## src/rtl/pse_ram.sv

```systemverilog
// Generic RAM with one write port and two registered read ports.
`default_nettype none

module pse_ram #(
	parameter int WIDTH = 32,
	parameter int DEPTH = 64
) (
	input  wire logic                     clk,
	input  wire logic                     we,
	input  wire logic [$clog2(DEPTH)-1:0] waddr,
	input  wire logic [WIDTH-1:0]         wdata,
	input  wire logic [$clog2(DEPTH)-1:0] raddr_a,
	output logic      [WIDTH-1:0]         rdata_a,
	input  wire logic [$clog2(DEPTH)-1:0] raddr_b,
	output logic      [WIDTH-1:0]         rdata_b
);

	logic [WIDTH-1:0] mem_q [DEPTH];

	// Write, then register both reads (old data on a same-address collision)
	always_ff @(posedge clk) begin
		if (we) begin
			mem_q[waddr] <= wdata;
		end
		rdata_a <= mem_q[raddr_a];
		rdata_b <= mem_q[raddr_b];
	end

endmodule

`default_nettype wire
```

## config.mk

```make
export PLATFORM = sky130hd
export DESIGN_NAME = pse_ram
export DESIGN_NICKNAME = d
export VERILOG_FILES = /design/src/rtl/pse_ram.sv
export SDC_FILE = /design/constraint.sdc
export NUM_CORES = 2
export LEC_CHECK = 0
export BUFFER_PORTS_ARGS = -buffer_cell sky130_fd_sc_hd__buf_2
export CAP_MARGIN = 20
export CORE_AREA = 10 10 364 507
export CTS_BUF_LIST = sky130_fd_sc_hd__clkbuf_8
export DETAILED_ROUTE_END_ITERATION = 16
export DIE_AREA = 0 0 374 517
export MAX_ROUTING_LAYER = met4
export PLACE_DENSITY = 0.71
export SYNTH_ARGS = -nofsm -noshare
export SYNTH_HDL_FRONTEND = slang
export SYNTH_SLANG_ARGS = --single-unit
```

## constraint.sdc

```tcl
create_clock -name clk -period 4.23 [get_ports clk]
set_input_delay 0.423 -clock clk [delete_from_list [all_inputs] [get_ports clk]]
set_output_delay 0.423 -clock clk [all_outputs]
set_load 0.02 [all_outputs]
```

==> results.txt <==
----------------------------------------------------
[Run status]
  Status ... completed

[Clock tree]
  TritonCTS clock tree ... built
  Number of clock sinks seen by CTS ... 2112
  Htree depth ... 5
  TritonCTS buffer count ... 319
  Clock tree root buffer cell ... clkbuf_8
  Maximum number of buffers from clock root to sink ... 4
  Register clock-pin slew on the reported worst setup and hold paths ... 0.07 ns
  Clock network latency to the later pin of the worst-skew pair ... 1.06 ns
  Setup bufs post-CTS ... 0

[Die]
  Num rows ... 182
  Top Ports ... 116
  Floorplan die height ... 517 um
  Initial Utilization ... 54.6%
  Area of the die ... 0.193 mm^2
  Die width ... 374 um
  Placeable Area ... 0.175 mm^2

[Place]
  Port bufs ... 115
  Instance count after placement with tap cells included ... 6711
  Area post-placement ... 0.101 mm^2
  Routability-driven placement congestion ratio ... 0.863
  DP HPWL ... 169 mm

[Cells and area]
  Share of final-layout standard cells stronger than drive strength 1 ... 39.7%
  Post-route design area ... 0.107 mm^2
  FILL cells ... 12086
  Filler-free cell count of the finished design ... 7330
  Net count of the finished layout ... 4839
  Commonest cells after routing, fill and taps aside ... edfxtp_1 (2048), mux4_2 (1124), clkbuf_8 (332)
  Relative area change from synthesis to final layout ... 11.9%
  Leading cell type in the layout, fill and taps excluded ... edfxtp_1

[Power and ir drop]
  Static Leakage ... 34.1 nW
  Worst supply voltage drop on vdd ... 0.313 mV
  Pwr per Cell Area ... 400 mW/mm^2

[Logic synthesis]
  Number of standard cells after synthesis ... 4412
  Number of synthesized register bits ... 2112
  Count of cell types in the netlist ... 38
  Synthesized net count ... 4464
  Per-instance average area after synthesis ... 21.7 um^2
  Synth Warn # ... 0
  Cell area after synthesis ... 0.0957 mm^2
  Portion of the post-synthesis area used by sequential elements ... 65.6%

[Global route]
  Wire length of the first global-routing pass ... 408 mm
  Maximum number of pins on one net before global-route repair ... 69
  Total grt overflow ... 0
  Total routing usage reported by global routing ... 30.8%
  Via count of the first global-routing pass ... 54948
  Antenna violations before repair ... 31

[STA]
  Achievable clock frequency ... 396 MHz
  Clock skew ... 0.0441 ns
  Max-Slew Margin vs Limit ... 10.1%
  Endpoints failing setup ... 0
  Final Slew Violations ... 0
  Endpoints failing hold ... 0
  Aggregate negative setup slack ... 0 ns
  Slew @ Worst Pin ... 1.35 ns
  Min Clock Period, post-route ... 2.52 ns
  Period utilisation layout ... 59.7%
  Unrepaired setup endpoints after global routing ... false

[Route]
  DR top layer ... met4
  Via Count ... 53536
  Routed length per instance ... 39.3 um
  Antenna-violating nets left ... 0
  Wire length the detailed router placed on met1 ... 98.6 mm
  Wire length on met3 ... 37.1 mm
  Final Routed Wirelength ... 288 mm
  Met2 wirelength from detailed routing ... 139 mm
  Number of violations reported at the end of detailed-routing iteration 0 ... 7630
  Vias per cell ... 7.30
  Residual DRC ... 0
  First-pass iteration count of the detailed router ... 6

[Worst setup path]
  Critical setup path kind ... in2reg
  Slack of the worst reg-to-reg path ... 1.92 ns
  Worst reg2reg path depth ... 4
  Launching instance or port of the critical path ... raddr_b[4]
  R2R Path End ... rdata_b[14]$_DFF_P_
  Source of the worst register-to-register timing path ... mem_q[31][14]$_DFFE_PP_
  Stage delay of the slowest cell on the critical path ... 0.65 ns
  Worst path arrival time ... 3.40 ns
  Maximum fanout along the worst path ... 20
  Required arrival time at the worst endpoint ... 5.11 ns
  Slowest-stage cell, CP ... o22ai_1
  Startpoint types ... input pin
  Element type at the critical path end ... flop
  Cells along the critical path ... dlygate4sd3_1 -> buf_4 -> buf_4 -> buf_4 -> mux4_2 -> o22ai_1 -> a21oi_1
  Capture point of the critical path ... rdata_b[14]$_DFF_P_
  Most prevalent standard cell on the critical path ... buf_4

[Hold path]
  Kind of path behind the tightest hold check ... in2reg

[Run]
  MaxCap Viol Count ... 0

----------------------------------------------------
area by class of cell:
type | instances | area (um^2) | share of cell area (%)
Clock buffer | 331 | 4560 | 4.26
Clock inverter | 212 | 1130 | 1.05
Inverter | 1 | 3.75 | 0.00351
Antenna cell | 21 | 52.6 | 0.0491
Multi-Input combinational cell | 1952 | 31600 | 29.6
Sequential cell | 2112 | 62800 | 58.6
Tap cell | 2300 | 2880 | 2.69
Timing Repair Buffer | 401 | 4020 | 3.76
per-stage QoR:
step	power (mW)	worst slack [ns]	util [%]	hold slack (ns)
floorplan	26.0	0.616	-	0.522
global placement	27.5	0.709	57.4	0.829
detailed placement	27.5	0.718	57.4	0.840
CTS	42.8	1.84	60.7	0.0264
global route	44.1	1.68	61.1	0.123
finish	42.8	1.71	61.1	0.0984
worst min-delay path by stage:
stage               cells after the start                     from                     to
floorplan                               0                 wdata[0]  mem_q[0][0]$_DFFE_PP_
global placement                        4  mem_q[38][20]$_DFFE_PP_    rdata_a[20]$_DFF_P_
detailed placement                      1      rdata_a[25]$_DFF_P_            rdata_a[25]
CTS                                     5               raddr_b[1]    rdata_b[30]$_DFF_P_
global route                            5               raddr_b[1]    rdata_b[30]$_DFF_P_
finish                                  5               raddr_b[1]    rdata_b[30]$_DFF_P_
power breakdown:
group / internal, mW / total [mW] / switching (mW)
combinational: 1.64 / 3.89 / 2.25
sequential: 23.2 / 23.3 / 0.146
clock: 7.83 / 15.6 / 7.79
total: 32.6 / 42.8 / 10.2
logic make-up after synthesis:
family | count (synthesis) | synth area share, %
mux | 1364 | 29.0
flops | 2112 | 65.6
compound gates | 340 | 2.39
buf+inv | 348 | 1.83
simple gates | 248 | 1.13
registers in the layout (all words and copies together), names as in the netlist:
register and cells:
mem_q 2048, rdata_a 32, rdata_b 32
critical path: cells and delay by family:
kind | cells | cell delay, ns
AO/OA/AOI/OAI | 2 | 0.78
buffers and inverters | 4 | 1.79
multiplexers | 1 | 0.38
per-layer routing:
metal | track usage (%) | vias up
met5 | - | -
met4 | 13.2 | 0
met3 | 7.88 | 770
met2 | 47.3 | 3978
met1 | 39.3 | 28496
li1 | - | 20292
cell usage after synthesis, drive strengths merged:
cell type,instances,area [um^2]
or3b,2,17.5
and2,6,37.5
nand2,93,349
o22ai,56,350
or3,2,12.5
clkbuf,135,507
a221oi,13,114
nor3,3,15.0
o211ai,27,203
a22oi,85,638
nor2,94,353
dfxtp,64,1280
nand3,9,45.0
a211oi,15,113
o21ai,49,245
a21boi,1,7.51
edfxtp,2048,61500
mux4,1124,25300
a32oi,9,78.8
nand2b,8,50.1
o211a,1,10.0
nand4,2,12.5
or2,3,18.8
o32a,9,90.1
mux2,36,405
o41ai,1,8.76
nor2b,19,119
nand4b,1,8.76
buf,212,1240
nand3b,6,45.0
o221ai,16,140
a21oi,58,290
inv,1,3.75
mux2i,204,2040
repair_timing:
| action | in CTS | in global routing |
|---|---|---|
| hold buffers | 4 | 25 |
| gates resized for setup | 0 | 0 |
| endpoints found under the hold margin | 8 | 1271 |
No activity file was read; power rests on OpenSTA's default activity.
